<file path="src/rtl/cfc_pkg.sv">
`default_nettype none

package cfc_pkg;

  // Default configuration of the classifier
  localparam int unsigned PLANE_COUNT_DEF = 6;
  localparam int unsigned COORD_WIDTH_DEF = 16;
  localparam int unsigned NORMAL_FRAC_DEF = 14;

  // Fixed register and plane field widths
  localparam int unsigned PLANE_W = 64;
  localparam int unsigned NORM_W  = 16;
  localparam int unsigned AXES    = 3;

  // Plane register layout: nx in the low half-word, offset d in the top one
  typedef struct packed {
    logic signed [NORM_W-1:0] d;
    logic signed [NORM_W-1:0] nz;
    logic signed [NORM_W-1:0] ny;
    logic signed [NORM_W-1:0] nx;
  } plane_t;

  // Containment codes on the result beat
  typedef enum logic [1:0] {
    CLS_DISJOINT   = 2'd0,
    CLS_INTERSECTS = 2'd1,
    CLS_CONTAINED  = 2'd2
  } cls_e;

  // Bits needed to index n registers, at least one
  function automatic int unsigned idx_width(input int unsigned n);
    return (n > 1) ? $clog2(n) : 1;
  endfunction

  // Signed distance width: three products plus an offset scaled by up to 2^15
  function automatic int unsigned dist_width(input int unsigned coord_w);
    return NORM_W + ((coord_w > NORM_W - 1) ? coord_w : NORM_W - 1) + 2;
  endfunction

endpackage

`default_nettype wire

</file>
<file path="src/rtl/cfc_regs.sv">
`default_nettype none

module cfc_regs #(
  parameter int unsigned PLANE_COUNT = cfc_pkg::PLANE_COUNT_DEF,
  parameter int unsigned ADDR_W      = cfc_pkg::idx_width(PLANE_COUNT) + 3
) (
  input  wire logic                        clk_i,
  input  wire logic                        rst_ni,
  input  wire logic                        psel,
  input  wire logic                        penable,
  input  wire logic                        pwrite,
  input  wire logic [ADDR_W-1:0]           paddr,
  input  wire logic [cfc_pkg::PLANE_W-1:0] pwdata,
  output logic      [cfc_pkg::PLANE_W-1:0] prdata,
  output logic                             pready,
  output cfc_pkg::plane_t                  planes_o [PLANE_COUNT]
);
  import cfc_pkg::*;

  localparam int unsigned IDX_W = ADDR_W - 3;

  logic [IDX_W-1:0] idx;
  logic             in_range;
  logic             wr_en;
  plane_t           planes_q [PLANE_COUNT];

  // Decode the 8-byte register slot
  assign idx      = paddr[ADDR_W-1:3];
  assign in_range = (32'(idx) < PLANE_COUNT);
  assign wr_en    = psel & penable & pwrite;
  assign pready   = 1'b1;

  // Store plane registers; drop writes beyond the last plane
  always_ff @(posedge clk_i or negedge rst_ni) begin
    if (!rst_ni) begin
      for (int i = 0; i < PLANE_COUNT; i++) begin
        planes_q[i] <= '0;
      end
    end else if (wr_en && in_range) begin
      planes_q[idx] <= plane_t'(pwdata);
    end
  end

  // Read back the addressed plane, zero outside the list
  always_comb begin
    prdata = '0;
    if (in_range) begin
      prdata = planes_q[idx];
    end
  end

  assign planes_o = planes_q;

`ifndef ASSERT_OFF
  a_write_lands: assert property (@(posedge clk_i) disable iff (!rst_ni)
    (wr_en && in_range) |=> (planes_q[$past(idx)] == $past(pwdata)))
    else $error("plane register write did not land");
`endif

endmodule

`default_nettype wire

</file>
<file path="config.mk">
export PLATFORM = sky130hd
export DESIGN_NAME = cfc_regs
export DESIGN_NICKNAME = d
export VERILOG_FILES = /design/src/rtl/cfc_pkg.sv /design/src/rtl/cfc_regs.sv
export SDC_FILE = /design/constraint.sdc
export NUM_CORES = 1
export LEC_CHECK = 0
export BUFFER_PORTS_ARGS = -buffer_cell sky130_fd_sc_hd__buf_2
export CORE_AREA = 2 2 203 205
export DETAILED_ROUTE_END_ITERATION = 10
export DIE_AREA = 0 0 205 207
export GPL_TIMING_DRIVEN = 1
export PLACE_DENSITY = 0.76
export SYNTH_ARGS = -nofsm -noshare
export SYNTH_HDL_FRONTEND = slang
export SYNTH_SLANG_ARGS = --single-unit
</file>
<file path="constraint.sdc">
create_clock -name clk_i -period 1.4 [get_ports clk_i]
set_input_delay 0.14 -clock clk_i [delete_from_list [all_inputs] [get_ports clk_i]]
set_output_delay 0.14 -clock clk_i [all_outputs]
set_load 0.01 [all_outputs]
</file>
==> insert_results.sql, run 1 <==
INSERT INTO impl_metrics (metric_group, metric, value, unit) VALUES
('cells_and_area', 'layout.cell_area.non_filler', '25300', 'sq um'),
('power_and_ir_drop', 'post-layout-total-power', '0.0375', 'W'),
('worst_setup_path', 'critical_path.endpoint_type', 'output port', ''),
('worst_hold_path', 'hold_path.class', 'input port to asynchronous set/reset pin', ''),
('worst_setup_path', 'required', '1.26', 'ns'),
('sta', 'finalHoldViolCount', '0', ''),
('sta', 'post_route_worst_setup_slack', '-0.478', 'ns'),
('logic_synthesis', 'synth_compound_area_share', '5.71', '%'),
('worst_setup_path', 'worstPathMaxFanout', '22', ''),
('floorplanning', 'floorplan.core_area', '40400', 'sq um'),
('logic_synthesis', 'post_synth_and_or_nand_nor_area_fraction', '1.02', '%'),
('drt', 'wl', '62300', 'microns'),
('power_and_ir_drop', 'powerDensity', '1490', 'nW/um^2'),
('logic_synthesis', 'syn_nets', '1261', ''),
('logic_synthesis', 'proportion_of_register_bits_with_asynchronous_set_or_reset_after_synthesis', '100', '%'),
('flow_run', 'maxCapViolCount', '0', ''),
('power_and_ir_drop', 'max-vdd-ir-drop', '1.27', 'mV'),
('placed_design', 'detailed_placement_hpwl', '39500', 'microns'),
('cts', 'insertion_delay', '0.54', 'ns'),
('logic_synthesis', 'netlist_top_cells_count', 'dfrtp_1, mux2_2, mux2i_1', ''),
('logic_synthesis', 'synth_most_common_cell', 'dfrtp_1', ''),
('grt', 'grt_start_max_net_pins', '78', ''),
('grt', 'grt_first_pass_wirelength', '90700', 'microns'),
('outcome', 'violated_checks', 'negative setup slack', ''),
('logic_synthesis', 'muxShareOfSynthArea', '34.7', '%'),
('cells_and_area', 'largest_register_ffs', '384', ''),
('power_and_ir_drop', 'leakage', '13.0', 'nW'),
('logic_synthesis', 'netlist-cell-type-count', '27', ''),
('grt', 'antenna_found_initial', '3', ''),
('cells_and_area', 'final_layout_size_suffix_gt1_share', '61.4', '%'),
('worst_setup_path', 'cp-start-kind', 'input port', ''),
('worst_setup_path', 'cpMaxStageDelayCell', 'nor2_4', ''),
('drt', 'drt_pre_antenna_iters', '7', ''),
('worst_setup_path', 'critical_path_class', 'input port to output port', ''),
('worst_setup_path', 'critPathArrivalTime', '1.74', 'ns'),
('drt', 'routedWlPerCell', '24.1', 'microns'),
('placed_design', 'place_congestion', '0.892', ''),
('grt', 'globalRouteOverflowTotal', '0', ''),
('floorplanning', 'effective_utilization_at_floorplan', '43.1', '%'),
('logic_synthesis', 'synth-edff-count', '0', ''),
('logic_synthesis', 'main_combinational_cell_family_by_area_after_synthesis', 'multiplexers', ''),
('floorplanning', 'die_area', '42400', 'sq um'),
('drt', 'detail_route.drc_violations', '0', ''),
('logic_synthesis', 'postSynthRegisterBits', '384', ''),
('logic_synthesis', 'post_synth_fa_ha_maj_area_fraction', '0', '%'),
('sta', 'relSlewSlack', '28.9', '%'),
('cts', 'tritoncts', 'yes', ''),
('sta', 'timing_worst_slew_pin_value', '1.06', 'ns'),
('placed_design', 'place_ws', '-0.365', 'ns'),
('grt', 'grtUsageTotal', '27.9', '%'),
('grt', 'grt_pass1_vias', '15074', ''),
('drt', 'vias', '14433', ''),
('floorplanning', 'fp-row-count', '74', ''),
('logic_synthesis', 'synthXorXnorAreaFrac', '0', '%'),
('logic_synthesis', 'synth.cell_area', '17400', 'sq um'),
('logic_synthesis', 'netlist_instances', '1186', ''),
('drt', 'dr.first_iter.drc_count', '898', ''),
('sta', 'clock.fmax', '0.532', 'GHz'),
('placed_design', 'port_buffers', '519', ''),
('cts', 'path_clk_slew', '0.06', 'ns'),
('floorplanning', 'die-width', '205', 'microns'),
('worst_setup_path', 'cp_top_family', 'simple AND/OR/NAND/NOR gates', ''),
('cells_and_area', 'layout-area-overhead-vs-synth', '45.1', '%'),
('sta', 'final_count_of_negative_setup_slack_endpoints', '91', ''),
('cts', 'htree_num_levels', '2', ''),
('outcome', 'outcome', 'complete, but fails checks', ''),
('sta', 'timing_max_transition_violations_final', '0', ''),
('floorplanning', 'design.portCount', '524', ''),
('sta', 'finClkSkew', '0', 'ns'),
('placed_design', 'detailed_place.area', '21300', 'sq um'),
('sta', 'min_period', '1.88', 'ns');
path summary, 6_finish.rpt:
check                         startpoint       endpoint  slack (ns)  depth (start not counted)
max in group asynchronous         rst_ni  planes_o[350]        0.52                          3
max                             paddr[4]     prdata[49]       -0.48                          5
max reg2reg                planes_o[236]  planes_o[236]        0.32                          3
min in group clk_i              paddr[3]  planes_o[131]        0.34                          5
min                               rst_ni  planes_o[140]        0.06                          2
min reg2reg                planes_o[190]  planes_o[190]        0.51                          1
worst register-to-register path, delay by kind of cell (launching register included):
| kind | cells | cell delay [ns] |
|---|---|---|
| buffers and inverters | 2 | 0.25 |
| DFF | 1 | 0.38 |
| muxes | 1 | 0.31 |
layout by cell type (no fill, tap or decap), types with 2 or more instances in the layout:
| master | instances |
|---|---|
| buf_8 | 2 |
| diode_2 | 3 |
| o22a_1 | 41 |
| buf_12 | 26 |
| mux2i_2 | 4 |
| clkbuf_16 | 41 |
| bufinv_16 | 4 |
| clkinv_2 | 10 |
| nor2_8 | 2 |
| dlygate4sd3_1 | 65 |
| nor2_4 | 5 |
| clkbuf_8 | 8 |
| clkbuf_1 | 7 |
| a221o_1 | 22 |
| o21ai_1 | 35 |
| mux2_1 | 54 |
| o32ai_1 | 13 |
| mux2_4 | 12 |
| mux2i_1 | 143 |
| o32ai_2 | 9 |
| dfrtp_1 | 384 |
| buf_4 | 226 |
| o21ai_2 | 5 |
| mux2_2 | 340 |
| inv_1 | 22 |
| buf_6 | 72 |
| buf_2 | 480 |
layout make-up:
cell class | instances | area [sq um]
multi-input cells | 698 | 7410
diodes | 3 | 7.51
fillers | 2922 | 15100
well taps | 532 | 666
flip-flops and latches | 384 | 9610
clock inverters | 15 | 179
clock buffers | 56 | 1160
repair buffers | 872 | 6140
inverters | 22 | 82.6
report_power, final:
part | internal (W) | switching [W] | total [W] | leakage [nW]
sequential | 0.0133 | 0.00172 | 0.0150 | 4.91
combinational | 0.00612 | 0.00547 | 0.0116 | 7.39
clock | 0.00653 | 0.00442 | 0.0110 | 0.671
total | 0.0259 | 0.0116 | 0.0375 | 13.0
routing by layer:
layer  wire, microns  part of all wire, %  track usage, %  vias up
met5               0                    0               0        -
met4            3060                  4.9            13.6        0
met3            4740                  7.6            7.35      201
met2           30900                   50            47.4      751
met1           23500                   38            32.5     7408
li1                -                    -               -     6073
through the flow:
| step | utilization [%] | std cells |
|---|---|---|
| 6_report | 62.6 | 2582 |
| 5_1_grt | 62.6 | 2582 |
| 3_5_place_dp | 52.7 | 2253 |
| 4_1_cts | 60.9 | 2541 |
| 3_3_place_gp | 52.7 | 2253 |
| 2_1_floorplan | - | 1186 |
kinds of logic after synthesis:
family | count (synthesis)
mux | 553
flops | 384
other cells | 1
compound gates | 128
simple gates | 16
buf+inv | 104
timing repair:
action	4_1_cts	5_1_grt
gates resized for setup	69	93
pin swaps	43	18
hold buffers	65	0
setup endpoints to repair	64	93
setup buffers	153	48
gates cloned	0	0
endpoints found under the hold margin	768	0
Power figures use the tool's default switching activity.
==> inputs of run 2 (changes only) <==
--- a/config.mk
+++ b/config.mk
@@ -14,3 +14,4 @@
 export SYNTH_ARGS = -nofsm -noshare
 export SYNTH_HDL_FRONTEND = slang
 export SYNTH_SLANG_ARGS = --single-unit
+export TNS_END_PERCENT = 1
==> constraint.sdc (replaced) <==
create_clock -name clk_i -period 2.1 [get_ports clk_i]
set_input_delay 0.21 -clock clk_i [delete_from_list [all_inputs] [get_ports clk_i]]
set_output_delay 0.21 -clock clk_i [all_outputs]
set_load 0.01 [all_outputs]
==> run 2 against run 1 <==
Net effect: the run now ends clean; register-to-register slack improved by 0.93 ns; sequential share of layout area is 4.1 points higher; die area did not move; worst setup slack improved by 0.61 ns; first-iteration DRC count decreased by 33%; utilization decreased by 6.1 points; non-clock buffer count shrank 243; sequential cell count unchanged; total power down 39%; critical endpoint is now prdata[31]; largest cell class unchanged; largest power group unchanged; highest routed layer unchanged.
==> insert_results.sql, run 2 (synthesis gave the netlist of run 1 again) <==
INSERT INTO impl_metrics (metric_group, metric, value, unit) VALUES
('outcome', 'outcome', 'complete, no violations', ''),
('drt', 'wl', '55300', 'microns'),
('cts', 'cts_inserted_buffers', '40', ''),
('worst_setup_path', 'worst-r2r-cell-count', '1', ''),
('drt', 'final_antenna_net_count', '0', ''),
('cts', 'clock_root_cell', 'clkbuf_16', ''),
('floorplanning', 'effective_utilization_at_floorplan', '43.1', '%'),
('cells_and_area', 'layout-area-overhead-vs-synth', '31.0', '%'),
('placed_design', 'place_congestion', '0.828', ''),
('sta', 'finalHoldViolCount', '0', ''),
('floorplanning', 'floorplan.core_area', '40400', 'sq um'),
('worst_hold_path', 'min-delay-start', 'pwdata[31]', ''),
('sta', 'final_count_of_negative_setup_slack_endpoints', '0', ''),
('drt', 'dr.first_iter.drc_count', '604', ''),
('cells_and_area', 'final_core_utilization', '56.5', '%'),
('grt', 'grt_pass1_vias', '13534', ''),
('cts', 'clock_sink_count', '384', ''),
('cells_and_area', 'most_common_cell_after_layout_fill_and_taps_aside', 'buf_2', ''),
('worst_setup_path', 'cp-start-kind', 'flip-flop', ''),
('cts', 'tritoncts', 'yes', ''),
('sta', 'timing_max_transition_violations_final', '0', ''),
('grt', 'grt_start_max_net_pins', '77', ''),
('sta', 'clock.fmax', '0.507', 'GHz'),
('worst_setup_path', 'rr_endpoint', 'planes_o[372]', ''),
('cells_and_area', 'fin_nets', '1850', ''),
('grt', 'grt_first_pass_wirelength', '83500', 'microns'),
('cts', 'post-cts-setup-buffers', '0', ''),
('sta', 'post-route-period-util', '93.9', '%'),
('drt', 'detail_route.drc_violations', '0', ''),
('power_and_ir_drop', 'powerDensity', '1010', 'nW/um^2'),
('cells_and_area', 'fin_cells', '2335', ''),
('worst_setup_path', 'reg2reg_slack', '1.25', 'ns'),
('drt', 'vias', '12913', ''),
('placed_design', 'port_buffers', '519', ''),
('floorplanning', 'die_area', '42400', 'sq um'),
('placed_design', 'detailed_place.area', '20900', 'sq um'),
('sta', 'hold_slack', '0.0391', 'ns'),
('grt', 'antenna_found_initial', '3', ''),
('cells_and_area', 'final_layout_size_suffix_gt1_share', '55.1', '%'),
('sta', 'setup-tns-final', '0', 'ns'),
('worst_setup_path', 'critical_path.endpoint_type', 'output port', ''),
('grt', 'globalRouteOverflowTotal', '0', ''),
('worst_hold_path', 'hold-path-endpoint', 'planes_o[159]', ''),
('worst_setup_path', 'critical_path_class', 'flip-flop to output port', ''),
('worst_hold_path', 'hold_depth', '2', ''),
('power_and_ir_drop', 'leakage', '11.6', 'nW'),
('worst_hold_path', 'hold_path.class', 'input port to flip-flop', ''),
('floorplanning', 'design.portCount', '524', ''),
('cts', 'ctsLongestPathBuffers', '3', ''),
('cts', 'path_clk_slew', '0.06', 'ns'),
('placed_design', 'detailed_placement_hpwl', '37600', 'microns'),
('floorplanning', 'die-width', '205', 'microns'),
('drt', 'vias_per_cell', '5.53', ''),
('worst_setup_path', 'critPathArrivalTime', '1.76', 'ns'),
('cells_and_area', 'layout.cell_area.non_filler', '22800', 'sq um'),
('sta', 'finClkSkew', '0', 'ns'),
('floorplanning', 'die_h', '207', 'microns'),
('flow_run', 'maxCapViolCount', '0', ''),
('cts', 'htree_num_levels', '2', ''),
('cells_and_area', 'final_cell_mix', 'buf_2, dfrtp_1, mux2_2', ''),
('sta', 'relSlewSlack', '37.7', '%'),
('placed_design', 'place_inst', '2201', ''),
('power_and_ir_drop', 'max-vdd-ir-drop', '0.769', 'mV'),
('cells_and_area', 'largest_register_ffs', '384', ''),
('worst_setup_path', 'required', '1.89', 'ns'),
('drt', 'drt_pre_antenna_iters', '5', ''),
('worst_setup_path', 'r2r-start', 'planes_o[372]', ''),
('cts', 'insertion_delay', '0.53', 'ns'),
('sta', 'grt_setup_unrepaired', 'no', ''),
('sta', 'timing_worst_slew_pin_value', '0.933', 'ns'),
('sta', 'min_period', '1.97', 'ns'),
('worst_setup_path', 'worstPathMaxFanout', '3', ''),
('floorplanning', 'fp-row-count', '74', ''),
('grt', 'grtUsageTotal', '25.6', '%'),
('drt', 'routedWlPerCell', '23.7', 'microns');
run 2: timing repair:
item	in CTS	in global routing
hold buffers	64	0
gates resized for setup	0	0
endpoints found under the hold margin	560	0
run 2: how the worst max path moves through the flow:
stage,from,to,slack (ns),cells after the start
floorplan,paddr[5],prdata[62],0.59,6
global placement,paddr[4],prdata[49],0.21,5
detailed placement,paddr[4],prdata[49],0.14,5
CTS,planes_o[159],prdata[31],0.04,5
global route,planes_o[351],prdata[31],0.03,5
finish,planes_o[351],prdata[31],0.13,5
run 2: where the power goes:
group | leakage (nW) | total, W | internal [W] | switching [W]
logic | 6.01 | 0.00585 | 0.00285 | 0.00300
clock network | 0.647 | 0.00708 | 0.00423 | 0.00285
registers | 4.91 | 0.0100 | 0.00886 | 0.00119
run 2: critical path: stages (launching register included):
cell	delay, ns
dfrtp_1	0.40
mux2i_1	0.15
o32ai_1	0.13
buf_4	0.16
a221o_1	0.25
buf_2	0.15
run 2: per-stage QoR:
step           setup slack (ns)  total power (W)
2_1_floorplan             0.591           0.0129
6_report                  0.128           0.0230
3_3_place_gp              0.207           0.0157
5_1_grt                  0.0278           0.0240
3_5_place_dp              0.141           0.0159
4_1_cts                  0.0399           0.0231
run 2: final cells by class:
class / instances / area, sq um
antenna: 3 / 7.51
sequential: 384 / 9610
inverter: 22 / 82.6
clock buffer: 59 / 1210
tap: 532 / 666
timing repair buffer: 629 / 3890
clock inverter: 8 / 96.3
multi-input combinational: 698 / 7240
fill: 3268 / 17600
run 2: metal layers:
metal	up-vias	GRT usage [%]	wire [microns]
met5	-	0	0
met4	0	11.2	2020
met3	117	6.10	4030
met2	553	43.4	27600
met1	6666	31.0	21700
li1	5577	-	-
==> inputs of run 3 (changes only) <==
--- a/config.mk
+++ b/config.mk
@@ -10,7 +10,9 @@
 export DETAILED_ROUTE_END_ITERATION = 10
 export DIE_AREA = 0 0 205 207
 export GPL_TIMING_DRIVEN = 1
-export PLACE_DENSITY = 0.76
+export MAX_ROUTING_LAYER = met4
+export PLACE_DENSITY = 0.69
+export SLEW_MARGIN = 25
 export SYNTH_ARGS = -nofsm -noshare
 export SYNTH_HDL_FRONTEND = slang
 export SYNTH_SLANG_ARGS = --single-unit
==> run 3 against run 2 <==
Net effect: final area up 0.43%; utilization up 0.24 points; highest routed layer unchanged; sequential share of layout area down 0.18 points.
==> insert_results.sql, run 3 (synthesis gave the netlist of run 1 again) <==
INSERT INTO impl_metrics (metric_group, metric, value, unit) VALUES
('power_and_ir_drop', 'max-vdd-ir-drop', '0.842', 'mV'),
('cts', 'clock_root_cell', 'clkbuf_16', ''),
('cts', 'insertion_delay', '0.57', 'ns'),
('sta', 'timing_worst_slew_pin_value', '0.874', 'ns'),
('sta', 'final_count_of_negative_setup_slack_endpoints', '0', ''),
('cts', 'post_cts.resized_instances', '0', ''),
('floorplanning', 'floorplan.core_area', '40400', 'sq um'),
('drt', 'vias', '12811', ''),
('grt', 'globalRouteOverflowTotal', '0', ''),
('drt', 'detail_route.drc_violations', '0', ''),
('grt', 'grt_first_pass_wirelength', '84000', 'microns'),
('drt', 'drt_pre_antenna_iters', '4', ''),
('worst_setup_path', 'cp-start-kind', 'input port', ''),
('cts', 'post-cts-setup-buffers', '0', ''),
('cells_and_area', 'layout-area-overhead-vs-synth', '31.6', '%'),
('worst_setup_path', 'critical_path_class', 'input port to output port', ''),
('sta', 'min_period', '1.98', 'ns'),
('grt', 'grtUsageTotal', '26.8', '%'),
('power_and_ir_drop', 'leakage', '11.6', 'nW'),
('drt', 'final_antenna_net_count', '0', ''),
('cts', 'htree_num_levels', '2', ''),
('cts', 'ctsLongestPathBuffers', '3', ''),
('floorplanning', 'die_area', '42400', 'sq um'),
('worst_setup_path', 'worstPathMaxFanout', '22', ''),
('worst_hold_path', 'hold_path.class', 'input port to asynchronous set/reset pin', ''),
('cells_and_area', 'most_common_cell_after_layout_fill_and_taps_aside', 'buf_2', ''),
('grt', 'grt_start_max_net_pins', '86', ''),
('drt', 'dr.first_iter.drc_count', '637', ''),
('drt', 'wl', '56100', 'microns'),
('cells_and_area', 'largest_register_ffs', '384', ''),
('placed_design', 'port_buffers', '519', ''),
('sta', 'post_route_worst_setup_slack', '0.121', 'ns'),
('cts', 'cts.hold.buffers_added', '65', ''),
('flow_run', 'maxCapViolCount', '0', ''),
('sta', 'hold_slack', '0.198', 'ns'),
('cts', 'clock_sink_count', '384', ''),
('sta', 'grt_setup_unrepaired', 'no', ''),
('floorplanning', 'die_h', '207', 'microns'),
('sta', 'timing_max_transition_violations_final', '0', ''),
('grt', 'grt_pass1_vias', '13639', ''),
('placed_design', 'place_ws', '0.127', 'ns'),
('cells_and_area', 'final_cell_mix', 'buf_2, dfrtp_1, mux2_2', ''),
('drt', 'vias_per_cell', '5.46', ''),
('cts', 'tritoncts', 'yes', ''),
('outcome', 'outcome', 'complete, no violations', ''),
('floorplanning', 'design.portCount', '524', ''),
('floorplanning', 'fp-row-count', '74', ''),
('cells_and_area', 'final_core_utilization', '56.7', '%'),
('drt', 'routedWlPerCell', '23.9', 'microns'),
('sta', 'post-route-period-util', '94.2', '%'),
('cts', 'path_clk_slew', '0.06', 'ns'),
('sta', 'relSlewSlack', '41.6', '%'),
('sta', 'finalHoldViolCount', '0', ''),
('worst_setup_path', 'critical_path.endpoint_type', 'output port', ''),
('floorplanning', 'effective_utilization_at_floorplan', '43.1', '%'),
('cts', 'cts_inserted_buffers', '42', ''),
('sta', 'clock.fmax', '0.505', 'GHz'),
('cells_and_area', 'final_layout_size_suffix_gt1_share', '55.1', '%'),
('power_and_ir_drop', 'powerDensity', '1020', 'nW/um^2'),
('placed_design', 'detailed_placement_hpwl', '37300', 'microns'),
('placed_design', 'place_congestion', '0.829', ''),
('sta', 'finClkSkew', '0', 'ns'),
('grt', 'antenna_found_initial', '3', ''),
('cells_and_area', 'fin_nets', '1853', ''),
('worst_setup_path', 'critPathArrivalTime', '1.77', 'ns'),
('worst_setup_path', 'required', '1.89', 'ns'),
('floorplanning', 'die-width', '205', 'microns'),
('sta', 'setup-tns-final', '0', 'ns');
-- run 3: critical path, stage by stage --
cell      delay (ns)
buf_2           0.21
nand2b_4        0.15
nor2_4          0.68
a221o_1         0.35
buf_2           0.15
-- run 3: stage by stage --
stage	power [W]	cell area (sq um)	instances
after floorplan	0.0129	17400	1186
after detailed placement	0.0159	20800	2201
after global placement	0.0157	20800	2201
after global routing	0.0245	22900	2345
after CTS	0.0236	22900	2343
final	0.0234	22900	2346
-- run 3: layer usage --
metal / vias up / wire length, microns / GRT usage (%)
li1: 5581 / - / -
met1: 6607 / 22200 / 31.6
met2: 501 / 27900 / 44.1
met3: 122 / 3990 / 5.99
met4: 0 / 2030 / 10.9
met5: - / 0 / -
-- run 3: final timing paths --
check	startpoint	endpoint	slack, ns	cells after the start
worst max-delay path	paddr[4]	prdata[11]	0.12	5
worst min-delay path	rst_ni	planes_o[192]	0.20	2
worst max register to register	planes_o[306]	planes_o[306]	1.25	1
worst min register to register	planes_o[244]	planes_o[244]	0.51	1
max in group asynchronous	rst_ni	planes_o[169]	1.04	3
min in group clk_i	pwrite	planes_o[192]	0.40	5
-- run 3: power breakdown --
group          total [W]  internal (W)  switching, W  leakage [nW]
Clock            0.00752       0.00454       0.00298         0.709
Sequential        0.0100       0.00886       0.00117          4.91
Combinational    0.00584       0.00285       0.00299          6.01
-- run 3: area by class of cell --
cell class              count  area (sq um)
fillers                  3356         17500
clock inverters            11           109
inverters                  22          82.6
clock buffers              66          1320
diodes                      3          7.51
well taps                 532           666
repair buffers            630          3880
multi-input cells         698          7240
flip-flops and latches    384          9610
