==> src/rtl/cfc_pkg.sv <==
`default_nettype none

package cfc_pkg;

  // Default configuration of the classifier
  localparam int unsigned PLANE_COUNT_DEF = 6;
  localparam int unsigned COORD_WIDTH_DEF = 16;
  localparam int unsigned NORMAL_FRAC_DEF = 14;

  // Fixed register and plane field widths
  localparam int unsigned PLANE_W = 64;
  localparam int unsigned NORM_W  = 16;
  localparam int unsigned AXES    = 3;

  // Plane register layout: nx in the low half-word, offset d in the top one
  typedef struct packed {
    logic signed [NORM_W-1:0] d;
    logic signed [NORM_W-1:0] nz;
    logic signed [NORM_W-1:0] ny;
    logic signed [NORM_W-1:0] nx;
  } plane_t;

  // Containment codes on the result beat
  typedef enum logic [1:0] {
    CLS_DISJOINT   = 2'd0,
    CLS_INTERSECTS = 2'd1,
    CLS_CONTAINED  = 2'd2
  } cls_e;

  // Bits needed to index n registers, at least one
  function automatic int unsigned idx_width(input int unsigned n);
    return (n > 1) ? $clog2(n) : 1;
  endfunction

  // Signed distance width: three products plus an offset scaled by up to 2^15
  function automatic int unsigned dist_width(input int unsigned coord_w);
    return NORM_W + ((coord_w > NORM_W - 1) ? coord_w : NORM_W - 1) + 2;
  endfunction

endpackage

`default_nettype wire

==> src/rtl/cfc_decide.sv <==
`default_nettype none

module cfc_decide #(
  parameter int unsigned PLANE_COUNT      = cfc_pkg::PLANE_COUNT_DEF,
  parameter int unsigned COORD_WIDTH      = cfc_pkg::COORD_WIDTH_DEF,
  parameter int unsigned NORMAL_FRAC_BITS = cfc_pkg::NORMAL_FRAC_DEF,
  parameter int unsigned DIST_W           = cfc_pkg::dist_width(COORD_WIDTH)
) (
  input  wire logic                          clk_i,
  input  wire logic                          rst_ni,
  input  wire logic                          valid_i,
  output logic                               stall_o,
  input  wire logic signed [DIST_W-1:0]      dist_a_i [PLANE_COUNT],
  input  wire logic signed [DIST_W-1:0]      dist_b_i [PLANE_COUNT],
  input  wire logic        [COORD_WIDTH-2:0] radius_i,
  output logic                               valid_o,
  input  wire logic                          stall_i,
  output logic             [1:0]             containment_o
);
  import cfc_pkg::*;

  logic signed [DIST_W-1:0] r_sc, neg_r;
  logic                     v3_q, v4_q;
  logic                     en3, en4;
  logic [PLANE_COUNT-1:0]   far_q;
  logic [PLANE_COUNT-1:0]   near_q;
  cls_e                     cls_q;

  // Scale the radius to the distance format
  assign r_sc  = DIST_W'(radius_i) <<< NORMAL_FRAC_BITS;
  assign neg_r = -r_sc;

  assign en4     = !v4_q || !stall_i;
  assign en3     = !v3_q || en4;
  assign stall_o = !en3;

  // Stage 3: per-plane tests, both endpoints outside or either one too close
  always_ff @(posedge clk_i or negedge rst_ni) begin
    if (!rst_ni) begin
      v3_q <= 1'b0;
    end else if (en3) begin
      v3_q <= valid_i;
    end
  end

  always_ff @(posedge clk_i) begin
    if (en3 && valid_i) begin
      for (int i = 0; i < PLANE_COUNT; i++) begin
        far_q[i]  <= (dist_a_i[i] < neg_r) && (dist_b_i[i] < neg_r);
        near_q[i] <= (dist_a_i[i] < r_sc) || (dist_b_i[i] < r_sc);
      end
    end
  end

  // Stage 4: merge planes; any plane fully outside wins
  always_ff @(posedge clk_i or negedge rst_ni) begin
    if (!rst_ni) begin
      v4_q <= 1'b0;
    end else if (en4) begin
      v4_q <= v3_q;
    end
  end

  always_ff @(posedge clk_i) begin
    if (en4 && v3_q) begin
      priority if (|far_q) begin
        cls_q <= CLS_DISJOINT;
      end else if (|near_q) begin
        cls_q <= CLS_INTERSECTS;
      end else begin
        cls_q <= CLS_CONTAINED;
      end
    end
  end

  assign valid_o       = v4_q;
  assign containment_o = cls_q;

`ifndef ASSERT_OFF
  a_far_wins: assert property (@(posedge clk_i) disable iff (!rst_ni)
    (v3_q && en4 && (|far_q)) |=> (cls_q == CLS_DISJOINT))
    else $error("plane fully outside did not give disjoint");

  a_contained: assert property (@(posedge clk_i) disable iff (!rst_ni)
    (v3_q && en4 && !(|far_q) && !(|near_q)) |=> (cls_q == CLS_CONTAINED))
    else $error("clear of every plane but not contained");
`endif

endmodule

`default_nettype wire
==> config.mk <==
export PLATFORM = sky130hd
export DESIGN_NAME = cfc_decide
export DESIGN_NICKNAME = d
export VERILOG_FILES = /design/src/rtl/cfc_pkg.sv /design/src/rtl/cfc_decide.sv
export SDC_FILE = /design/constraint.sdc
export NUM_CORES = 1
export LEC_CHECK = 0
export BUFFER_PORTS_ARGS = -buffer_cell sky130_fd_sc_hd__buf_2
export CAP_MARGIN = 15
export CORE_MARGIN = 4
export CORE_UTILIZATION = 30
export CTS_BUF_LIST = sky130_fd_sc_hd__clkbuf_8
export CTS_CLUSTER_SIZE = 10
export DETAILED_ROUTE_END_ITERATION = 7
export PLACE_DENSITY_LB_ADDON = 0.1
export SLEW_MARGIN = 10
export SYNTH_ARGS = -nofsm -noshare
export SYNTH_HDL_FRONTEND = slang
export SYNTH_SLANG_ARGS = --single-unit
export TNS_END_PERCENT = 5
==> constraint.sdc <==
create_clock -name clk_i -period 1.3 [get_ports clk_i]
set_clock_uncertainty 0.1 [all_clocks]
set_input_delay 0.26 -clock clk_i [delete_from_list [all_inputs] [get_ports clk_i]]
set_output_delay 0.26 -clock clk_i [all_outputs]
set_load 0.005 [all_outputs]
==> results.rst, run 1 <==
.. list-table::
   :header-rows: 1

   * - Metric
     - Value
   * - Max clock buf depth
     - 2
   * - Gate power share
     - 0.790
   * - Cell taking the most area after synthesis
     - ha_1
   * - Ranking of synthesized cells by instance count
     - ha_1, a21oi_1, o21ai_0
   * - Die Height
     - 187 um
   * - Leading cell type by number of instances after synthesis
     - ha_1
   * - Detail-routed via count per cell
     - between 5 and 6
   * - Standby leakage power
     - roughly 7.5 nW
   * - Via count of the first global-routing pass
     - 10.9k
   * - Congestion Overflow GR
     - 0
   * - Critical path startpoint category
     - input port
   * - Post-DRT Antenna Nets
     - 0
   * - Violations in the final reports
     - setup timing
   * - Worst hold-check path type
     - input port to flip-flop
   * - Maximum clock frequency
     - 296 MHz
   * - Final-report max-slew violation count
     - 0
   * - Chain of cells forming the critical path
     - buf_6, clkinvlp_4, ha_4, or4b_4, or3_4, nor3_4, xnor2_4, ha_2, maj3_2, maj3_2, o21a_1, or4_1, a22oi_2
   * - Routed length per placed instance
     - 18.1 um
   * - Count of synthesis-stage warnings from yosys
     - 0
   * - Count of cell types in the netlist
     - 69
   * - Endpoint class of the critical path
     - flip-flop
   * - DPL Wire Length
     - 34.7 mm
   * - Number of buffers created by CTS
     - 3
   * - Top Ports
     - around 430
   * - Global-route wire length before repair
     - 60.5 mm
   * - Number of antenna violations at the first check in global routing
     - 23
   * - Power dissipated by switching net loads
     - 2.31 mW
   * - Number of register bits inferred by synthesis
     - 16
   * - Overall die area
     - 0.0350 mm^2
   * - Max_slew headroom
     - 0.638
   * - Final critical-path required period
     - 3380 ps
   * - Fraction of power spent switching nets
     - 0.437
   * - Clock tree from TritonCTS
     - built
   * - Outcome
     - finished with violations
   * - Sinks on the clock net
     - 16
   * - Final setup violation count
     - 13
   * - Critical R2R Launch
     - near_q[3]
   * - H-tree depth
     - 1
   * - Relative contribution of sequential cells to total power
     - 0.117
   * - Type of the worst setup path
     - input port to flip-flop
   * - Avg Cell Area, Syn
     - 8.46 um^2
   * - Fraction of post-synthesis cell area in the top cell type by area
     - 0.454
   * - Pre-Repair DR Iteration Count
     - 5
   * - Share of post-route cells with drive strength above 1
     - 0.392
   * - Cell with the largest stage delay on the worst path
     - or4b_4
   * - Max cap viols
     - 0
   * - Growth of design area from synthesis to finish
     - 49.8%
   * - Cells after DPL
     - 2114
   * - Post-synthesis net count
     - 1913
   * - VDD IR-drop max
     - 0.000347 V
   * - Number of I/O port buffers
     - ~260
   * - Final-report hold violation count
     - 0
   * - Power density over the cells
     - approximately 370 mW/mm^2
   * - Largest fanout on the critical path
     - 4
   * - Max incr delay on CP
     - 500 ps
   * - Actual slew at the worst max-slew pin
     - 529 ps
   * - Initial detailed-routing violation count
     - 411
   * - Horizontal die dimension
     - 187 um
   * - Fraction of the yosys area taken by sequential cells
     - 0.0489
   * - Largest net degree at the start of global routing
     - 13
   * - Floorplan row count
     - 65
   * - Clock-pin slew of the registers on the worst-case setup and hold paths
     - 80 ps
   * - Area inside the core boundary
     - 0.0316 mm^2
   * - Required time reported for the critical path endpoint
     - ~1300 ps
   * - Final net count
     - 2501
   * - Post-synthesis cell area
     - 0.00962 mm^2
   * - Fraction of registers with async set/reset
     - 0.125
   * - Fraction of power consumed by the clock network
     - 0.094
   * - Number of cells in the finished layout apart from fillers
     - 2134
   * - Most instantiated flip-flop cell in the synthesis netlist
     - edfxtp_1
   * - Initial standard-cell utilization of the core
     - 0.305
   * - Number of flops mapped to enable cells by yosys
     - 14
   * - Clock root buffer master
     - clkbuf_8
   * - Beginning of the worst hold path
     - valid_i
   * - Global router's overall resource usage
     - 0.214
   * - RePlAce Congestion
     - 0.882
   * - Critical path arrival
     - 3390 ps
   * - Routed wire length
     - between 30 and 40 mm
   * - Overall power after layout
     - ~5.3 mW
   * - Internal Power
     - 2.97 mW
   * - Post-route DRC violation count
     - 0
   * - Most area-consuming cells after synthesis
     - ha_1, a21oi_1, edfxtp_1, o21ai_0, xnor2_1
   * - Instance count of the mapped netlist
     - 1137
   * - Unrepaired setup endpoints after global routing
     - true
   * - Worst Slack Setup Final
     - -2080 ps
   * - DR vias
     - 10.8k
   * - Final clock period utilization by the worst path
     - 2.60
   * - Clock Latency Late Sink
     - 270 ps
   * - Critical path's most frequent cell
     - maj3_2
   * - Crit path from
     - radius_i[0]
==> registers in the layout, summed over array words and instances, names as in the netlist <==
signal,flops
near_q,6
containment_o,2
v3_q,1
far_q,6
valid_o,1
==> cell usage in the layout, fill, tap and decap left out, types with 22 or more instances in the layout <==
master	count
ha_1	347
o21a_1	29
nand2_1	58
nor2b_1	23
o211ai_1	22
inv_1	37
buf_2	260
nand2b_1	22
buf_4	314
xnor2_1	28
o21ai_0	47
nor2_1	53
a21o_1	31
a21oi_1	90
==> cell type report <==
cell class	instances	area, um^2
Antenna cell	8	20.0
Clock buffer	4	55.1
Fill cell	3215	17100
Inverter	41	165
Multi-Input combinational cell	1066	9220
Sequential cell	16	470
Tap cell	402	503
Timing Repair Buffer	597	3980
==> routing by layer <==
metal | vias up | wire length [um] | part of all wire | track usage
met1 | 4737 | 18600 | 0.48 | 0.294
met2 | 253 | 17100 | 0.44 | 0.353
met5 | - | 169 | 0.0044 | 0
met3 | 56 | 2220 | 0.057 | 0.0442
li1 | 5675 | - | - | -
met4 | 30 | 558 | 0.014 | 0.0333
==> cells by family after synthesis <==
logic type                 count (synthesis)  share of synthesized area
DFF                                       16                     0.0489
adders and majority gates                376                      0.482
xor gates and xnor gates                  43                     0.0407
muxes                                      7                    0.00793
buffers and inverters                     55                     0.0226
and+or+nand+nor                          282                      0.152
AOI/OAI and AO/OA                        358                      0.245
==> per-stage QoR <==
step	setup TNS (ps)	util	hold slack (ps)	setup WS (ps)	instance area, um^2
after floorplan	-19100	-	-136	-2410	9720
after global routing	-20140	0.457	126	-2190	14400
after global placement	-23890	0.444	-53.0	-2510	14000
final	-18640	0.457	117	-2080	14400
after detailed placement	-24090	0.444	-49.8	-2580	14000
after CTS	-18630	0.454	98.7	-2090	14300
==> critical path, delay by kind of cell <==
kind / cells / cell delay [ps]
xor gates and xnor gates: 1 / 130
buffers and inverters: 2 / 180
and+or+nand+nor: 4 / 1570
adders and majority gates: 4 / 940
AOI/OAI and AO/OA: 2 / 320
==> worst paths after layout <==
kind | to | slack (ps) | depth (start not counted)
setup / recovery | far_q[2] | -2080 | 13
hold / removal | v3_q | 120 | 2
min in group asynchronous | valid_o | 200 | 2
setup reg to reg | containment_o[0] | 70 | 3
hold reg to reg | valid_o | 400 | 1
max in group asynchronous | v3_q | 810 | 2
==> repair_timing <==
item                       CTS  global route
setup endpoints to repair   13            14
hold buffers                 1             0
setup buffers                7             0
pin swaps                   42            10
resized for setup           65            16
hold endpoints to repair     2             0
==> power by group through the flow <==
stage | registers, mW | clock network, mW | logic, mW
after floorplan | 0.618 | 0 | 1.96
after global placement | 0.626 | 0 | 4.01
after detailed placement | 0.626 | 0 | 4.05
after CTS | 0.616 | 0.518 | 4.18
after global routing | 0.621 | 0.519 | 4.74
final | 0.617 | 0.495 | 4.17
Power figures use the tool's default switching activity.
==> run 2: changes to the inputs <==
- CORE_AREA: unset -> 4 4 165 167
- CORE_MARGIN: 4 -> unset
- CORE_UTILIZATION: 30 -> unset
- CTS_CLUSTER_DIAMETER: unset -> 200
- DIE_AREA: unset -> 0 0 169 171
==> run 2 against run 1 <==
Net effect: the flow still finishes with violations (setup timing); register-to-register slack barely moved; clock power decreased by 4.2%; combinational power is essentially flat; wire length is 2.5% lower; global-route usage grew 3.5 points; sequential cell count unchanged; cell area down 0.92%; setup slack worse by 52 ps; utilization rose by 9.8 points.
==> results.rst, run 2 (synthesis results as in run 1) <==
.. list-table::
   :header-rows: 1

   * - Metric
     - Value
   * - Outcome
     - finished with violations
   * - Violations in the final reports
     - setup timing
   * - Horizontal die dimension
     - 169 um (-9.7%)
   * - DPL Wire Length
     - 33.3 mm (-4.1%)
   * - Critical path's most frequent cell
     - maj3_2
   * - Initial detailed-routing violation count
     - 381 (-7.3%)
   * - Top Ports
     - 431 (unchanged)
   * - Unrepaired setup endpoints after global routing
     - true
   * - Final-report hold violation count
     - 0 (unchanged)
   * - Power dissipated by switching net loads
     - 2.29 mW (-0.80%)
   * - Clock Latency Late Sink
     - 260 ps (about the same)
   * - Endpoint class of the critical path
     - flip-flop
   * - Final total negative setup slack
     - -18880 ps (-242 ps)
   * - Initial standard-cell utilization of the core
     - 0.373 (+0.0685)
   * - Max incr delay on CP
     - 520 ps (+20 ps)
   * - Detail-routed via count per cell
     - 5.32 (+5.7%)
   * - Area inside the core boundary
     - 0.0258 mm^2 (-18%)
   * - Final net count
     - 2488 (-0.52%)
   * - Number of cells in the finished layout apart from fillers
     - 2049 (-4.0%)
   * - Worst hold-check path type
     - input port to flip-flop
   * - Die Height
     - 171 um (-8.6%)
   * - Type of the worst setup path
     - input port to flip-flop
   * - Post-DRT Antenna Nets
     - 0 (unchanged)
   * - VDD IR-drop max
     - 0.000369 V (+6.4%)
   * - Number of buffers created by CTS
     - 3 (unchanged)
   * - Clock-pin slew of the registers on the worst-case setup and hold paths
     - 80 ps (about the same)
   * - Relative contribution of sequential cells to total power
     - 0.117 (about the same)
   * - Maximum clock frequency
     - 292 MHz (-1.5%)
   * - Most common cell after layout, fill and taps aside
     - ha_1
   * - Power density over the cells
     - 368 mW/mm^2 (+0.36%)
   * - Critical path startpoint category
     - input port
   * - Design area
     - 0.0143 mm^2 (-0.92%)
   * - Critical path arrival
     - 3430 ps (+40 ps)
   * - Commonest cells after routing, fill and taps aside
     - ha_1, buf_4, buf_2, a21oi_1, nand2_1
   * - Gate power share
     - 0.793 (+0.003)
   * - Cell with the largest stage delay on the worst path
     - or4b_4
   * - Final clock period utilization by the worst path
     - 2.64 (+0.0400)
   * - Sinks on the clock net
     - 16 (unchanged)
   * - DR vias
     - 10.9k (+1.5%)
   * - Routed wire length
     - 37.7 mm (-2.5%)
   * - Standby leakage power
     - 7.44 nW (-0.62%)
   * - Worst Slack Setup Final
     - -2130 ps (-52.0 ps)
   * - RePlAce Congestion
     - 0.912 (+3.3%)
   * - Cell Area, Placed
     - 0.0138 mm^2 (-1.3%)
   * - Max clock buf depth
     - 2 (unchanged)
   * - Growth of design area from synthesis to finish
     - 48.4%
   * - Overall power after layout
     - 5.26 mW (-0.56%)
   * - Final setup violation count
     - 13 (unchanged)
   * - Fraction of power spent switching nets
     - 0.436 (-0.00102)
   * - Final-report max-slew violation count
     - 0 (unchanged)
   * - Number of I/O port buffers
     - 262 (unchanged)
   * - Required time reported for the critical path endpoint
     - 1310 ps (about the same)
   * - Largest fanout on the critical path
     - 6 (+2)
   * - Actual slew at the worst max-slew pin
     - 499 ps (-30.0 ps)
   * - Floorplan row count
     - 59 (-9.2%)
   * - Max_slew headroom
     - 0.659 (+0.0205)
   * - Number of antenna violations at the first check in global routing
     - 23 (unchanged)
   * - Cells after DPL
     - 2032 (-3.9%)
   * - Global router's overall resource usage
     - 0.249 (+0.0350)
   * - Routed length per placed instance
     - 18.4 um (+1.6%)
   * - Clock tree from TritonCTS
     - built
   * - Core occupancy in the finished layout
     - 0.554 (+0.0975)
   * - Final critical-path required period
     - 3430 ps (+52.0 ps)
   * - H-tree depth
     - 1 (unchanged)
   * - Pre-Repair DR Iteration Count
     - 5 (unchanged)
   * - Via count of the first global-routing pass
     - 10.9k (+0.63%)
   * - Largest net degree at the start of global routing
     - 19 (+6)
   * - Internal Power
     - 2.96 mW (-0.38%)
   * - Post-route DRC violation count
     - 0 (unchanged)
   * - Share of post-route cells with drive strength above 1
     - 0.396 (+0.00415)
   * - Fraction of power consumed by the clock network
     - 0.090 (-0.004)
   * - Overall die area
     - 0.0289 mm^2 (-17%)
   * - Congestion Overflow GR
     - 0 (unchanged)
   * - Chain of cells forming the critical path
     - buf_8, clkinvlp_4, ha_4, or4b_4, or3_4, nor3_4, xnor2_4, ha_2, maj3_2, maj3_2, o21a_1, or4_1, a22oi_2
   * - Max cap viols
     - 0 (unchanged)
   * - Clock root buffer master
     - clkbuf_8
   * - Global-route wire length before repair
     - 57.8 mm (-4.5%)
run 2: cell types whose count changed in the layout (fill, tap and decap cells not counted), moves of 4 or more:
cell | previous run | this run
buf_6 | 15 | 10
o21ai_1 | 17 | 11
o21ai_0 | 47 | 52
buf_4 | 314 | 305
a211oi_2 | 2 | 6
a211oi_1 | 15 | 11
diode_2 | 8 | 3
a21oi_2 | 4 | 8
run 2: cell type report:
cell class              instances  area [um^2]
inverters                      41          165
clock buffers                   4         55.1
fillers                      2524        11500
diodes                          3         7.51
multi-input cells            1066         9290
repair buffers                584         3870
well taps                     335          419
flip-flops and latches         16          470
run 2: path summary, 6_finish.rpt:
path / startpoint / end / slack, ps / cells after the start
max: radius_i[1] / far_q[2] / -2130 / 13
min: valid_i / v3_q / 110 / 2
max reg2reg: v3_q / near_q[4] / 80 / 3
min reg2reg: v3_q / valid_o / 420 / 1
max in group asynchronous: rst_ni / valid_o / 790 / 2
min in group asynchronous: rst_ni / v3_q / 210 / 2
run 2: worst max-delay path: cells and delay by family:
| kind | cells | cell delay (ps) |
|---|---|---|
| AND/OR/NAND/NOR | 4 | 1600 |
| XOR/XNOR | 1 | 140 |
| adder cells (fa/ha/maj) | 4 | 910 |
| buffers and inverters | 2 | 180 |
| AO/OA/AOI/OAI | 2 | 330 |
run 2: stage by stage:
step	setup slack [ps]	hold slack, ps
2_1_floorplan	-2410	-136
3_5_place_dp	-2520	-47.6
5_1_grt	-2200	127
4_1_cts	-2100	113
6_report	-2130	115
3_3_place_gp	-2510	-50.6
run 2: routing by layer:
layer  track usage  vias to the layer above  part of all wire
met1         0.325                     4882              0.45
met4        0.0273                       40             0.013
met3        0.0601                       66             0.071
li1              -                     5628                 -
met2         0.432                      293              0.46
met5             0                        -            0.0067
run 2: power by group through the flow:
stage / clock network (mW) / registers [mW] / logic, mW
2_1_floorplan: 0 / 0.618 / 1.96
3_3_place_gp: 0 / 0.626 / 3.91
3_5_place_dp: 0 / 0.626 / 3.97
4_1_cts: 0.481 / 0.615 / 4.05
5_1_grt: 0.495 / 0.617 / 4.71
6_report: 0.474 / 0.615 / 4.17
run 2: what timing repair did:
item                                   CTS  global route
endpoints found under the hold margin    2             0
gates resized for setup                 36            54
pin swaps                               23            27
setup endpoints to repair               13            13
setup buffers                            0             9
hold buffers                             1             0
==> run 3: changes to the inputs <==
- CORE_AREA: 4 4 165 167 -> 4 4 167 169
- DIE_AREA: 0 0 169 171 -> 0 0 171 173
- clock period: 1.3 -> 3.34 ns (I/O delays scaled with it)
==> run 3 against run 2 <==
Net effect: the flow still finishes with violations (setup timing); cell count fell by 6.0%; clock power fell by 59%; critical path depth did not move; first-iteration DRC count fell by 1.6%; register-to-register slack improved by 1700 ps; critical endpoint unchanged; largest cell class unchanged; largest power group unchanged.
==> results.rst, run 3 (synthesis results as in run 1) <==
.. list-table::
   :header-rows: 1

   * - Metric
     - Value
   * - Final critical-path required period
     - 3790 ps
   * - Largest net degree at the start of global routing
     - 14 (-5)
   * - Critical path startpoint category
     - input port
   * - Max clock buf depth
     - 2 (unchanged)
   * - Max cap viols
     - 0 (unchanged)
   * - Number of I/O port buffers
     - 262 (unchanged)
   * - Final setup violation count
     - 6 (-7)
   * - Standby leakage power
     - 6.84 nW (-8.1%)
   * - Routed length per placed instance
     - 19.0 um (+3.2%)
   * - Global-route wire length before repair
     - 55.5 mm (-3.9%)
   * - RePlAce Congestion
     - 0.919 (+0.84%)
   * - Maximum clock frequency
     - 264 MHz
   * - Type of the worst setup path
     - input port to flip-flop
   * - Required time reported for the critical path endpoint
     - 3350 ps (+2040 ps)
   * - Floorplan row count
     - 60 (+1.7%)
   * - Final net count
     - 2359 (-5.2%)
   * - Top Ports
     - 431 (unchanged)
   * - Number of antenna violations at the first check in global routing
     - 19 (-17%)
   * - Unrepaired setup endpoints after global routing
     - true
   * - Max_slew headroom
     - 0.517 (-0.142)
   * - Initial standard-cell utilization of the core
     - 0.362 (-0.0114)
   * - Via count of the first global-routing pass
     - 10.0k (-8.2%)
   * - Clock Latency Late Sink
     - 260 ps (about the same)
   * - Worst Slack Setup Final
     - -453 ps (+1670 ps)
   * - Final-report max-slew violation count
     - 0 (unchanged)
   * - Post-DRT Antenna Nets
     - 0 (unchanged)
   * - H-tree depth
     - 1 (unchanged)
   * - Routed wire length
     - 36.6 mm (-2.9%)
   * - Horizontal die dimension
     - 171 um (+1.2%)
   * - Clock tree from TritonCTS
     - built
   * - Final-report hold violation count
     - 0 (unchanged)
   * - Actual slew at the worst max-slew pin
     - 718 ps (+219 ps)
   * - Critical path arrival
     - 3800 ps (+370 ps)
   * - Clock root buffer master
     - clkbuf_8
   * - Die Height
     - 173 um (+1.2%)
   * - Outcome
     - finished with violations
   * - Overall die area
     - 0.0296 mm^2 (+2.4%)
   * - Detail-routed via count per cell
     - 5.37 (+0.85%)
   * - Most common cell after layout, fill and taps aside
     - ha_1
   * - Endpoint class of the critical path
     - flip-flop
   * - Power density over the cells
     - 145 mW/mm^2 (-61%)
   * - Cells after DPL
     - 1906 (-6.2%)
   * - Largest fanout on the critical path
     - 6 (unchanged)
   * - Share of post-route cells with drive strength above 1
     - 0.339 (-0.0568)
   * - Final clock period utilization by the worst path
     - 1.14
   * - Worst hold-check path type
     - input port to async pin
   * - DPL Wire Length
     - 32.5 mm (-2.3%)
   * - Commonest cells after routing, fill and taps aside
     - ha_1, buf_2, buf_4, a21oi_1, o21ai_0
   * - Global router's overall resource usage
     - 0.235 (-0.0142)
   * - Final total negative setup slack
     - -2270 ps (+16610 ps)
   * - Clock-pin slew of the registers on the worst-case setup and hold paths
     - 80 ps (about the same)
   * - Number of cells in the finished layout apart from fillers
     - 1927 (-6.0%)
   * - Cell Area, Placed
     - 0.0129 mm^2 (-6.9%)
   * - Design area
     - 0.0133 mm^2 (-6.9%)
   * - DR vias
     - 10.3k (-5.2%)
   * - Growth of design area from synthesis to finish
     - 38.2%
   * - Violations in the final reports
     - setup timing
   * - Initial detailed-routing violation count
     - 375 (-1.6%)
   * - Congestion Overflow GR
     - 0 (unchanged)
   * - Area inside the core boundary
     - 0.0266 mm^2 (+3.2%)
   * - Sinks on the clock net
     - 16 (unchanged)
   * - Number of buffers created by CTS
     - 3 (unchanged)
   * - VDD IR-drop max
     - 0.000109 V (-70%)
   * - Overall power after layout
     - 1.93 mW (-63%)
   * - Post-route DRC violation count
     - 0 (unchanged)
   * - Pre-Repair DR Iteration Count
     - 6 (+1)
run 3: changes by cell type in the layout (fill, tap and decap cells not counted), sizes merged:
| cell | change |
|---|---|
| diode | +1 |
| inv | +1 |
| clkinvlp | -1 |
| dlygate4sd3 | -1 |
| buf | -128 |
run 3: timing repair:
item	CTS	global route
cloned	0	0
buffers inserted	13	0
setup endpoints to repair	6	6
gates resized for setup	52	12
hold buffers	0	0
pin swaps	39	6
run 3: final cells by class:
cell class	instances	area, um^2
Multi-Input combinational cell	1066	9260
Fill cell	2712	13300
Timing Repair Buffer	455	2920
Sequential cell	16	470
Inverter	41	161
Antenna cell	4	10.0
Clock buffer	4	55.1
Tap cell	341	427
run 3: worst paths after layout:
kind,slack [ps],startpoint,end,depth (start not counted)
worst max-delay path,-450,radius_i[0],far_q[2],13
max in group asynchronous,2970,rst_ni,v3_q,1
worst max register to register,1770,valid_o,near_q[0],2
worst min-delay path,70,rst_ni,valid_o,1
min in group clk_i,400,v3_q,valid_o,1
worst min register to register,400,v3_q,valid_o,1
run 3: report_power, final:
part | total (mW) | switching (mW) | leakage [nW] | internal, mW
sequential | 0.239 | 0.00608 | 0.154 | 0.233
clock | 0.193 | 0.0875 | 0.0288 | 0.105
combinational | 1.50 | 0.778 | 6.66 | 0.718
run 3: stage by stage:
step,setup WS (ps),util,hold slack (ps)
after floorplan,-781,-,272
after global routing,-595,0.500,73.6
final,-453,0.500,74.6
after detailed placement,-872,0.484,360
after CTS,-394,0.497,75.6
after global placement,-839,0.484,357
run 3: critical path: stages:
cell	delay [ps]
buf_8	100
clkinvlp_4	80
ha_4	150
or4b_4	530
or3_4	380
nor3_4	270
xnor2_4	120
ha_2	180
maj3_2	290
maj3_2	300
o21a_1	180
or4_1	390
a22oi_1	150
run 3: routing by layer:
metal  up-vias  GRT usage  part of all wire
met3        59     0.0567             0.073
met1      4601      0.319              0.46
met4        34     0.0327             0.015
li1       5375          -                 -
met5         -          0            0.0047
met2       278      0.385              0.44
